[src/sv/gspid_pkg.sv]
// ----------------------------------------------------------------------------
// gspid_pkg
// Shared widths, codes, gain table and divider handshake types for the
// gain-scheduled incremental PID core.
// ----------------------------------------------------------------------------
package gspid_pkg;

  // Default sample width of setpoint and measurement
  localparam int SAMPLE_WIDTH_DEF = 16;

  // Fixed field and register widths
  localparam int DIV_W      = 17;
  localparam int PER_W      = 16;
  localparam int CFG_IDX_W  = 2;
  localparam int CFG_DATA_W = 17;
  localparam int INTEG_W    = 14;
  localparam int STEP_W     = 8;
  localparam int BAND_W     = 2;
  localparam int GAIN_W     = 6;
  localparam int TERM_W     = 2;

  // Configuration register indexes
  localparam logic [CFG_IDX_W-1:0] REG_OUT_DIV = 2'd0;
  localparam logic [CFG_IDX_W-1:0] REG_PERIOD  = 2'd1;
  localparam logic [CFG_IDX_W-1:0] REG_LEGACY  = 2'd2;

  // Command codes
  localparam logic CMD_STEP  = 1'b0;
  localparam logic CMD_CLEAR = 1'b1;

  // Gain bands
  localparam logic [BAND_W-1:0] BAND_SMALL  = 2'd0;
  localparam logic [BAND_W-1:0] BAND_MEDIUM = 2'd1;
  localparam logic [BAND_W-1:0] BAND_LARGE  = 2'd2;

  // Terms accumulated by the shared multiply-add step
  localparam logic [TERM_W-1:0] TERM_P = 2'd0;
  localparam logic [TERM_W-1:0] TERM_I = 2'd1;
  localparam logic [TERM_W-1:0] TERM_D = 2'd2;

  // Band thresholds: 50/25 and 300/25 periods, measurement above 500/25
  localparam int BAND_SMALL_LIM  = 50 / 25;
  localparam int BAND_MEDIUM_LIM = 300 / 25;
  localparam int MEAS_BAND_MIN   = 500 / 25;

  // Saturation limits
  localparam int INTEG_LIMIT = 5000;
  localparam int STEP_LIMIT  = 100;

  typedef struct packed {
    logic [GAIN_W-1:0] kp;
    logic [GAIN_W-1:0] ki;
    logic [GAIN_W-1:0] kd;
  } gains_t;

  typedef struct packed {
    logic start;
  } div_ctrl_t;

  typedef struct packed {
    logic busy;
    logic done;
  } div_stat_t;

  // Hard-wired gain schedule for both control laws
  function automatic gains_t gspid_gains(input logic legacy, input logic [BAND_W-1:0] band);
    gains_t g;
    g = '0;
    if (legacy) begin
      case (band)
        BAND_SMALL:  g = '{kp: 6'd0,  ki: 6'd0, kd: 6'd50};
        BAND_MEDIUM: g = '{kp: 6'd5,  ki: 6'd5, kd: 6'd30};
        default:     g = '{kp: 6'd10, ki: 6'd5, kd: 6'd0};
      endcase
    end else begin
      case (band)
        BAND_SMALL:  g = '{kp: 6'd5, ki: 6'd5,  kd: 6'd10};
        BAND_MEDIUM: g = '{kp: 6'd5, ki: 6'd5,  kd: 6'd5};
        default:     g = '{kp: 6'd5, ki: 6'd15, kd: 6'd0};
      endcase
    end
    return g;
  endfunction

endpackage

[src/sv/gspid_in_if.sv]
// ----------------------------------------------------------------------------
// gspid_in_if
// Input channel: command, setpoint and measurement with valid/ready.
// ----------------------------------------------------------------------------
interface gspid_in_if #(
  parameter int SAMPLE_WIDTH = gspid_pkg::SAMPLE_WIDTH_DEF
);
  logic                           valid;
  logic                           ready;
  logic                           cmd;
  logic signed [SAMPLE_WIDTH-1:0] setpoint;
  logic signed [SAMPLE_WIDTH-1:0] measured;

  modport source (output valid, output cmd, output setpoint, output measured, input ready);
  modport sink   (input valid, input cmd, input setpoint, input measured, output ready);
endinterface

[src/sv/gspid_out_if.sv]
// ----------------------------------------------------------------------------
// gspid_out_if
// Result channel: clamped drive step and gain band with valid/ready.
// ----------------------------------------------------------------------------
interface gspid_out_if;
  import gspid_pkg::*;

  logic                     valid;
  logic                     ready;
  logic signed [STEP_W-1:0] drive_step;
  logic [BAND_W-1:0]        gain_band;

  modport source (output valid, output drive_step, output gain_band, input ready);
  modport sink   (input valid, input drive_step, input gain_band, output ready);
endinterface

[src/sv/gspid_divider.sv]
// ----------------------------------------------------------------------------
// gspid_divider
// Serial restoring divider: one quotient bit per cycle, unsigned operands.
// ----------------------------------------------------------------------------
module gspid_divider #(
  parameter int DVD_W = 27
) (
  input  logic                         clk_i,
  input  logic                         rst_ni,
  input  gspid_pkg::div_ctrl_t         ctrl_i,
  input  logic [DVD_W-1:0]             dividend_i,
  input  logic [gspid_pkg::DIV_W-1:0]  divisor_i,
  output gspid_pkg::div_stat_t         stat_o,
  output logic [DVD_W-1:0]             quot_o
);
  import gspid_pkg::*;

  localparam int CNT_W = $clog2(DVD_W + 1);

  logic             busy_q;
  logic             done_q;
  logic [CNT_W-1:0] cnt_q;
  logic [DVD_W-1:0] quo_q;
  logic [DIV_W-1:0] rem_q;
  logic [DIV_W-1:0] dsr_q;

  logic [DIV_W:0]   rem_sh;
  logic [DIV_W+1:0] trial;
  logic             qbit;

  // Shift in the next dividend bit and try the subtraction
  assign rem_sh = {rem_q, quo_q[DVD_W-1]};
  assign trial  = {1'b0, rem_sh} - {2'b00, dsr_q};
  assign qbit   = ~trial[DIV_W+1];

  // Sequence control
  always_ff @(posedge clk_i or negedge rst_ni) begin
    if (!rst_ni) begin
      busy_q <= 1'b0;
      done_q <= 1'b0;
      cnt_q  <= '0;
    end else begin
      // Flag completion for one cycle after the last quotient bit
      done_q <= busy_q && !ctrl_i.start && (cnt_q == CNT_W'(1));
      if (ctrl_i.start) begin
        busy_q <= 1'b1;
        cnt_q  <= CNT_W'(DVD_W);
      end else if (busy_q) begin
        cnt_q <= cnt_q - CNT_W'(1);
        if (cnt_q == CNT_W'(1)) begin
          busy_q <= 1'b0;
        end
      end
    end
  end

  // Operand and partial remainder registers
  always_ff @(posedge clk_i) begin
    if (ctrl_i.start) begin
      quo_q <= dividend_i;
      rem_q <= '0;
      dsr_q <= divisor_i;
    end else if (busy_q) begin
      quo_q <= {quo_q[DVD_W-2:0], qbit};
      rem_q <= qbit ? trial[DIV_W-1:0] : rem_sh[DIV_W-1:0];
    end
  end

  assign stat_o.busy = busy_q;
  assign stat_o.done = done_q;
  assign quot_o      = quo_q;

endmodule

[src/sv/gain_scheduled_incremental_pid_core.sv]
// An accepted compute transaction passes the band, integral, multiply-add, divider
// start, division and output states; a clear transaction gives no result.
// Input is accepted only in idle, so a new transaction waits for the output load and the
// serial divider, which retires one quotient bit per cycle over the full sum width.
// Reset: asynchronous active low; divisor and period reset to 1, law to new, history zero.
// ----------------------------------------------------------------------------
// gain_scheduled_incremental_pid_core
// Gain-scheduled incremental PID step: band selection, legacy integral, three-term shared
// multiply-add, serial division by the output divisor and output clamp.
// ----------------------------------------------------------------------------
module gain_scheduled_incremental_pid_core #(
  parameter int SAMPLE_WIDTH = gspid_pkg::SAMPLE_WIDTH_DEF
) (
  input  logic                              clk_i,
  input  logic                              rst_ni,
  input  logic                              cfg_we_i,
  input  logic [gspid_pkg::CFG_IDX_W-1:0]   cfg_idx_i,
  input  logic [gspid_pkg::CFG_DATA_W-1:0]  cfg_data_i,
  gspid_in_if.sink                          item_i,
  gspid_out_if.source                       result_o
);
  import gspid_pkg::*;

  localparam int EW     = SAMPLE_WIDTH + 1;
  localparam int OP_W   = (SAMPLE_WIDTH + 3 > INTEG_W) ? SAMPLE_WIDTH + 3 : INTEG_W;
  localparam int PROD_W = OP_W + GAIN_W + 1;
  localparam int SUM_W  = OP_W + 8;
  localparam int CMP_W  = (EW > PER_W + 4) ? EW : PER_W + 4;
  localparam int IS_W   = ((EW > INTEG_W) ? EW : INTEG_W) + 1;

  localparam logic signed [SAMPLE_WIDTH-1:0] MS_MIN    = SAMPLE_WIDTH'(MEAS_BAND_MIN);
  localparam logic signed [IS_W-1:0]         ILIM      = IS_W'(INTEG_LIMIT);
  localparam logic signed [INTEG_W-1:0]      ILIM_CHK  = INTEG_W'(INTEG_LIMIT);
  localparam logic signed [STEP_W-1:0]       SLIM      = STEP_W'(STEP_LIMIT);

  // Sequencer states
  localparam logic [2:0] ST_IDLE  = 3'd0;
  localparam logic [2:0] ST_BAND  = 3'd1;
  localparam logic [2:0] ST_INTEG = 3'd2;
  localparam logic [2:0] ST_MAC   = 3'd3;
  localparam logic [2:0] ST_START = 3'd4;
  localparam logic [2:0] ST_DIV   = 3'd5;
  localparam logic [2:0] ST_OUT   = 3'd6;

  logic [2:0] state_q, state_d;

  // Configuration registers
  logic [DIV_W-1:0] div_q;
  logic [PER_W-1:0] per_q;
  logic             legacy_q;

  // Loop history and working registers
  logic signed [EW-1:0]      e_q;
  logic signed [EW-1:0]      e1_q;
  logic signed [EW-1:0]      e2_q;
  logic signed [INTEG_W-1:0] integ_q;
  logic                      ms_gt_q;
  logic [BAND_W-1:0]         band_q;
  logic signed [SUM_W-1:0]   acc_q;
  logic [TERM_W-1:0]         term_q;

  // Output register
  logic                      out_valid_q;
  logic signed [STEP_W-1:0]  out_step_q;
  logic [BAND_W-1:0]         out_band_q;

  logic in_fire;
  logic out_load;

  // Write configuration registers; zero divisor and period act as one
  always_ff @(posedge clk_i or negedge rst_ni) begin
    if (!rst_ni) begin
      div_q    <= DIV_W'(1);
      per_q    <= PER_W'(1);
      legacy_q <= 1'b0;
    end else if (cfg_we_i) begin
      unique case (cfg_idx_i)
        REG_OUT_DIV: div_q <= (cfg_data_i == '0) ? DIV_W'(1) : cfg_data_i[DIV_W-1:0];
        REG_PERIOD:  per_q <= (cfg_data_i[PER_W-1:0] == '0) ? PER_W'(1)
                                                            : cfg_data_i[PER_W-1:0];
        REG_LEGACY:  legacy_q <= cfg_data_i[0];
        default: ;
      endcase
    end
  end

  assign item_i.ready = (state_q == ST_IDLE);
  assign in_fire      = item_i.valid && item_i.ready;

  // Error at acceptance
  logic signed [EW-1:0] e_new;
  assign e_new = EW'(item_i.setpoint) - EW'(item_i.measured);

  // Band choice: q < k  is  |e| < k * period
  logic [EW-1:0]    mag;
  logic [CMP_W-1:0] mag_x, lim_small, lim_medium;
  logic [BAND_W-1:0] band_d;
  assign mag        = e_q[EW-1] ? EW'(-e_q) : EW'(e_q);
  assign mag_x      = CMP_W'(mag);
  assign lim_small  = CMP_W'(per_q) * CMP_W'(BAND_SMALL_LIM);
  assign lim_medium = CMP_W'(per_q) * CMP_W'(BAND_MEDIUM_LIM);

  always_comb begin
    if (mag_x < lim_small) begin
      band_d = BAND_SMALL;
    end else if (mag_x < lim_medium && (legacy_q || ms_gt_q)) begin
      band_d = BAND_MEDIUM;
    end else begin
      band_d = BAND_LARGE;
    end
  end

  // Legacy integral: restart from zero in small band, add error, saturate
  logic signed [IS_W-1:0]    integ_base, integ_sum;
  logic signed [INTEG_W-1:0] integ_d;
  assign integ_base = (band_q == BAND_SMALL) ? '0 : IS_W'(integ_q);
  assign integ_sum  = integ_base + IS_W'(e_q);

  always_comb begin
    if (integ_sum > ILIM) begin
      integ_d = INTEG_W'(ILIM);
    end else if (integ_sum < -ILIM) begin
      integ_d = INTEG_W'(-ILIM);
    end else begin
      integ_d = INTEG_W'(integ_sum);
    end
  end

  // Shared multiply-add: one gain term per cycle
  gains_t                   gains;
  logic signed [OP_W-1:0]   d1, d2, op;
  logic [GAIN_W-1:0]        gain;
  logic signed [GAIN_W:0]   gain_s;
  logic signed [PROD_W-1:0] prod;
  logic signed [SUM_W-1:0]  acc_d;

  assign gains = gspid_gains(legacy_q, band_q);
  assign d1    = OP_W'(e_q) - OP_W'(e1_q);
  assign d2    = d1 - OP_W'(e1_q) + OP_W'(e2_q);

  always_comb begin
    case (term_q)
      TERM_P: begin
        op   = d1;
        gain = gains.kp;
      end
      TERM_I: begin
        op   = legacy_q ? OP_W'(integ_q) : OP_W'(e_q);
        gain = gains.ki;
      end
      default: begin
        op   = legacy_q ? d1 : d2;
        gain = gains.kd;
      end
    endcase
  end

  assign gain_s = $signed({1'b0, gain});
  assign prod   = PROD_W'(op * gain_s);
  assign acc_d  = acc_q + SUM_W'(prod);

  // Serial division of the sum magnitude
  div_ctrl_t        div_ctrl;
  div_stat_t        div_stat;
  logic [SUM_W-1:0] dvd_mag;
  logic [SUM_W-1:0] quot;

  assign div_ctrl.start = (state_q == ST_START);
  assign dvd_mag        = acc_q[SUM_W-1] ? SUM_W'(-acc_q) : SUM_W'(acc_q);

  gspid_divider #(
    .DVD_W (SUM_W)
  ) u_divider (
    .clk_i      (clk_i),
    .rst_ni     (rst_ni),
    .ctrl_i     (div_ctrl),
    .dividend_i (dvd_mag),
    .divisor_i  (div_q),
    .stat_o     (div_stat),
    .quot_o     (quot)
  );

  // Clamp the quotient and restore the sign
  logic [STEP_W-1:0]        step_mag;
  logic signed [STEP_W-1:0] step_d;
  assign step_mag = (quot > SUM_W'(STEP_LIMIT)) ? STEP_W'(STEP_LIMIT) : quot[STEP_W-1:0];
  assign step_d   = acc_q[SUM_W-1] ? STEP_W'(-step_mag) : STEP_W'(step_mag);

  assign out_load = (state_q == ST_OUT) && (!out_valid_q || result_o.ready);

  // Advance the sequencer
  always_comb begin
    state_d = state_q;
    unique case (state_q)
      ST_IDLE:  if (in_fire && item_i.cmd == CMD_STEP) state_d = ST_BAND;
      ST_BAND:  state_d = ST_INTEG;
      ST_INTEG: state_d = ST_MAC;
      ST_MAC:   if (term_q == TERM_D) state_d = ST_START;
      ST_START: state_d = ST_DIV;
      ST_DIV:   if (div_stat.done) state_d = ST_OUT;
      ST_OUT:   if (out_load) state_d = ST_IDLE;
      default:  state_d = ST_IDLE;
    endcase
  end

  // Control state and loop history
  always_ff @(posedge clk_i or negedge rst_ni) begin
    if (!rst_ni) begin
      state_q     <= ST_IDLE;
      term_q      <= TERM_P;
      e1_q        <= '0;
      e2_q        <= '0;
      integ_q     <= '0;
      out_valid_q <= 1'b0;
    end else begin
      state_q <= state_d;
      if (in_fire && item_i.cmd == CMD_CLEAR) begin
        e1_q    <= '0;
        integ_q <= '0;
      end
      if (state_q == ST_INTEG && legacy_q) begin
        integ_q <= integ_d;
      end
      if (state_q == ST_INTEG) begin
        term_q <= TERM_P;
      end else if (state_q == ST_MAC) begin
        term_q <= term_q + TERM_W'(1);
      end
      // Shift the error history after the last term; the second tap only in the new law
      if (state_q == ST_MAC && term_q == TERM_D) begin
        e1_q <= e_q;
        if (!legacy_q) begin
          e2_q <= e1_q;
        end
      end
      if (out_load) begin
        out_valid_q <= 1'b1;
      end else if (result_o.ready) begin
        out_valid_q <= 1'b0;
      end
    end
  end

  // Working payload registers
  always_ff @(posedge clk_i) begin
    if (in_fire) begin
      e_q     <= e_new;
      ms_gt_q <= (item_i.measured > MS_MIN);
    end
    if (state_q == ST_BAND) begin
      band_q <= band_d;
    end
    if (state_q == ST_INTEG) begin
      acc_q <= '0;
    end else if (state_q == ST_MAC) begin
      acc_q <= acc_d;
    end
    if (out_load) begin
      out_step_q <= step_d;
      out_band_q <= band_q;
    end
  end

  assign result_o.valid      = out_valid_q;
  assign result_o.drive_step = out_step_q;
  assign result_o.gain_band  = out_band_q;

`ifndef SYNTH
  a_integ_bound: assert property (@(posedge clk_i) disable iff (!rst_ni)
    (integ_q <= ILIM_CHK) && (integ_q >= -ILIM_CHK))
    else $error("legacy integral outside its saturation limits");

  a_step_bound: assert property (@(posedge clk_i) disable iff (!rst_ni)
    result_o.valid |-> ((result_o.drive_step <= SLIM) && (result_o.drive_step >= -SLIM)))
    else $error("drive step outside clamp range");

  a_band_code: assert property (@(posedge clk_i) disable iff (!rst_ni)
    result_o.valid |-> (result_o.gain_band != 2'd3))
    else $error("unused gain band code on result");

  a_done_in_div: assert property (@(posedge clk_i) disable iff (!rst_ni)
    div_stat.done |-> (state_q == ST_DIV))
    else $error("divider finished while sequencer not waiting");

  a_ready_idle_div: assert property (@(posedge clk_i) disable iff (!rst_ni)
    item_i.ready |-> !div_stat.busy)
    else $error("input ready while divider busy");

  a_start_next_busy: assert property (@(posedge clk_i) disable iff (!rst_ni)
    div_ctrl.start |=> (div_stat.busy && state_q == ST_DIV))
    else $error("divider did not start on request");
`endif

endmodule
[src/flat_wrapper.sv]
// flat-port wrapper written by rule: the top's interface ports become plain ports
module gain_scheduled_incremental_pid_core_flat import gspid_pkg::*;
#(
  parameter int SAMPLE_WIDTH = gspid_pkg::SAMPLE_WIDTH_DEF
)
  (clk_i, rst_ni, cfg_we_i, cfg_idx_i, cfg_data_i, item_i_valid, item_i_cmd, item_i_setpoint, item_i_measured, item_i_ready, result_o_valid, result_o_drive_step, result_o_gain_band, result_o_ready);
  gspid_in_if #(.SAMPLE_WIDTH(SAMPLE_WIDTH)) item_i_i ();
  gspid_out_if result_o_i ();
  input  logic clk_i;
  input  logic rst_ni;
  input  logic cfg_we_i;
  input  logic [gspid_pkg::CFG_IDX_W-1:0] cfg_idx_i;
  input  logic [gspid_pkg::CFG_DATA_W-1:0] cfg_data_i;
  input wire logic [$bits(item_i_i.valid)-1:0] item_i_valid;
  input wire logic [$bits(item_i_i.cmd)-1:0] item_i_cmd;
  input wire logic [$bits(item_i_i.setpoint)-1:0] item_i_setpoint;
  input wire logic [$bits(item_i_i.measured)-1:0] item_i_measured;
  output wire logic [$bits(item_i_i.ready)-1:0] item_i_ready;
  output wire logic [$bits(result_o_i.valid)-1:0] result_o_valid;
  output wire logic [$bits(result_o_i.drive_step)-1:0] result_o_drive_step;
  output wire logic [$bits(result_o_i.gain_band)-1:0] result_o_gain_band;
  input wire logic [$bits(result_o_i.ready)-1:0] result_o_ready;
  assign item_i_i.valid = item_i_valid;
  assign item_i_i.cmd = item_i_cmd;
  assign item_i_i.setpoint = item_i_setpoint;
  assign item_i_i.measured = item_i_measured;
  assign item_i_ready = item_i_i.ready;
  assign result_o_valid = result_o_i.valid;
  assign result_o_drive_step = result_o_i.drive_step;
  assign result_o_gain_band = result_o_i.gain_band;
  assign result_o_i.ready = result_o_ready;
  gain_scheduled_incremental_pid_core #(.SAMPLE_WIDTH(SAMPLE_WIDTH)) u_core (.clk_i(clk_i), .rst_ni(rst_ni), .cfg_we_i(cfg_we_i), .cfg_idx_i(cfg_idx_i), .cfg_data_i(cfg_data_i), .item_i(item_i_i), .result_o(result_o_i));
endmodule
[config.mk]
export PLATFORM = sky130hd
export DESIGN_NAME = gain_scheduled_incremental_pid_core_flat
export DESIGN_NICKNAME = d
export VERILOG_FILES = /design/src/sv/gspid_pkg.sv /design/src/sv/gspid_in_if.sv /design/src/sv/gspid_out_if.sv /design/src/sv/gspid_divider.sv /design/src/sv/gain_scheduled_incremental_pid_core.sv /design/src/flat_wrapper.sv
export SDC_FILE = /design/constraint.sdc
export NUM_CORES = 1
export LEC_CHECK = 0
export ABC_AREA = 0
export BUFFER_PORTS_ARGS = -buffer_cell sky130_fd_sc_hd__buf_2
export CORE_ASPECT_RATIO = 0.7
export CORE_MARGIN = 2
export CORE_UTILIZATION = 70
export CTS_BUF_LIST = sky130_fd_sc_hd__clkbuf_16
export CTS_CLUSTER_DIAMETER = 60
export DETAILED_ROUTE_END_ITERATION = 6
export PLACE_DENSITY = 0.89
export SLEW_MARGIN = 20
export SYNTH_ARGS = -nofsm -noshare
export SYNTH_HDL_FRONTEND = slang
export SYNTH_HIERARCHICAL = 1
export SYNTH_SLANG_ARGS = --single-unit
export TNS_END_PERCENT = 10
[constraint.sdc]
create_clock -name clk_i -period 18.7 [get_ports clk_i]
set_input_delay 0.935 -clock clk_i [delete_from_list [all_inputs] [get_ports clk_i]]
set_output_delay 0.935 -clock clk_i [all_outputs]
set_load 0.01 [all_outputs]
==> metrics.md <==
| Metric | Value |
|---|---|
| Ant. Diodes | `0` |
| Fill cells | `1,859` |
| Vias in the first global route | `17,166` |
| Max-Cap Viols | `0` |
| # Post-CTS Setup Buffers | `0` |
| Dpl hpwl | `40,500 um` |
| Mapped cell area | `a little over 0.02 mm2` |
| Rel. slew slack | `24.9%` |
| Pre-CTS WS | `~8.9 ns` |
| Area of the multi-input gates | `0.0137 mm2` |
| Yosys warns | `6` |
| PostCTS Resize Cnt | `0` |
| Clock Path Buffers | `3` |
| Vias after detailed routing | `17,340` |
| Worst R2R Setup Slack | `around 8.9 ns` |
| Number of antenna violations at the first check in global routing | `0` |
| Tmin final | `roughly 10 ns` |
| Num CTS Buffers | `23` |
| Hold Path Class | `primary input to asynchronous set/reset pin` |
| Finish-stage setup viols | `0` |
| Area delta synth->final | `7.76%` |
| Syn Inst Count | `2,251` |
| Core area | `0.0289 mm2` |
| Fraction of layout cells with a size suffix above 1 | `a little over a tenth` |
| Mean post-synth cell area | `9.12 um2` |
| Reg-to-Reg Start | `u_core/e_q[0]` |
| Antenna-violating nets left | `0` |
| Final hold violations | `0` |
| Largest net degree at the start of global routing | `83` |
| Worst Path Required | `19.17 ns` |
| Reg area | `0.00548 mm2` |
| IO Port Bufs | `68` |
| RSZ-0062 raised after global routing | `false` |
| Tot GR Track Use | `35.3%` |
| Global-route wire length before repair | `roughly 88,000 um` |
| CP max-delay cell | `a2111oi_0` |
| Least-Margin Pin Slew | `1.13 ns` |
| Setup total negative slack | `0 ns` |
| Placed Area | `0.0212 mm2` |
| Final Worst Setup Slack | `a little under 9 ns` |
| DIE HEIGHT | `147 um` |
| H-tree Lvls | `1` |
| Post-Syn Nets | `2,634` |
| Clock skew | `0.0162 ns` |
| I/O pin count | `just under 70` |
| Die Area | `0.0307 mm2` |
| Clock transition at path regs | `0.07 ns` |
| Starting Density | `a little under three quarters` |
| Die Wd | `209 um` |
| Post-route clock period utilization | `52.2%` |
| CTS Sinks | `around 210` |
| Global route overflow | `0` |
| WS Path Type | `register to register` |
| Root Buffer | `clkbuf_16` |
| Detailed-router iteration count before antenna repair | `6` |
| TritonCTS clock tree | `built` |
| WP buf/inv | `4` |
| Worst-Skew Late Latency | `0.56 ns` |
| Origin of the worst setup path | `u_core/e_q[0]` |
| Num rows | `between 50 and 60` |
| GPL Wtd Cong | `0.970` |
| Initial DRC Count | `1,890` |
| Startpoint types | `register` |
| Nets@finish | `about 2,700` |
| # DRC | `0` |
| Vias/cell | `6.46` |
| Status | `complete, no violations` |
| FMAX | `between 0.1 and 0.15 GHz` |
| Hold_buf cts | `0` |
| Pins over their slew limit | `0` |
| Top Family by Delay on Critical Path | `adder cells` |
| Wire length per cell | `19.9 um` |
| Crit path max fanout | `5` |
| Max incr delay on CP | `0.56 ns` |
| CP arrival | `10.23 ns` |
| Final Instance Area | `approximately 0.022 mm2` |
| Most numerous cell on the critical path | `fa_1` |
| Critical Path End Type | `register` |
| WL final | `53,600 um` |
-- layout make-up --
cell class              count  area share [%]
inverters                 282            4.78
well taps                 378            2.14
flip-flops and latches    213            24.8
clock inverters            16            1.16
multi-input cells        1688            62.1
clock buffers              26            2.94
repair buffers             83            2.11
-- worst paths after layout --
kind	endpoint	depth (start not counted)
worst min-delay path	u_core/term_q[1]	1
max in group asynchronous	u_core/e2_q[16]	2
worst max register to register	u_core/acc_q[26]	36
min in group clk_i	u_core/u_divider/dsr_q[7]	0
worst max-delay path	u_core/acc_q[26]	36
worst min register to register	u_core/u_divider/dsr_q[7]	0
-- state kept, by name, summed over array words and instances, names as in the netlist --
name	cells
u_core/div_q	17
u_core/e_q	17
u_core/e2_q	17
u_core/integ_q	14
u_core/ms_gt_q	1
u_core/result_o.drive_step	8
u_core/u_divider/dsr_q	17
u_core/legacy_q	1
u_core/result_o.gain_band	2
u_core/u_divider/busy_q	1
u_core/acc_q	27
u_core/result_o.valid	1
u_core/e1_q	17
u_core/term_q	2
u_core/u_divider/rem_q	17
u_core/per_q	16
u_core/band_q	2
u_core/u_divider/quot_o	27
u_core/u_divider/cnt_q	5
u_core/u_divider/done_q	1
u_core/state_q	3
-- routing by layer --
layer	GRT usage, %	wire [um]	up-vias
li1	-	-	7918
met1	51.0	22900	8392
met2	55.8	23900	913
met3	6.67	5650	117
met4	7.86	1110	0
met5	0	0	-
-- through the flow --
| stage | instances | utilization, % | hold slack, ns |
|---|---|---|---|
| floorplan | 2251 | - | 0.421 |
| global placement | 2643 | 73.4 | 0.430 |
| detailed placement | 2643 | 73.4 | 0.435 |
| CTS | 2685 | 76.5 | 0.223 |
| global route | 2686 | 76.6 | 0.235 |
| finish | 2686 | 76.6 | 0.234 |
-- layout by cell type (no fill, tap or decap), drive strengths merged, types with 58 or more instances in the layout --
master	count
nor2	181
ha	199
a21oi	121
fa	127
mux2	76
buf	83
a21o	58
dfrtp	93
inv	285
edfxtp	74
xnor2	109
o21ai	100
nand2	160
Power is not shown: default switching activity piles up to over one toggle a cycle in this logic, so the estimate is an artifact.
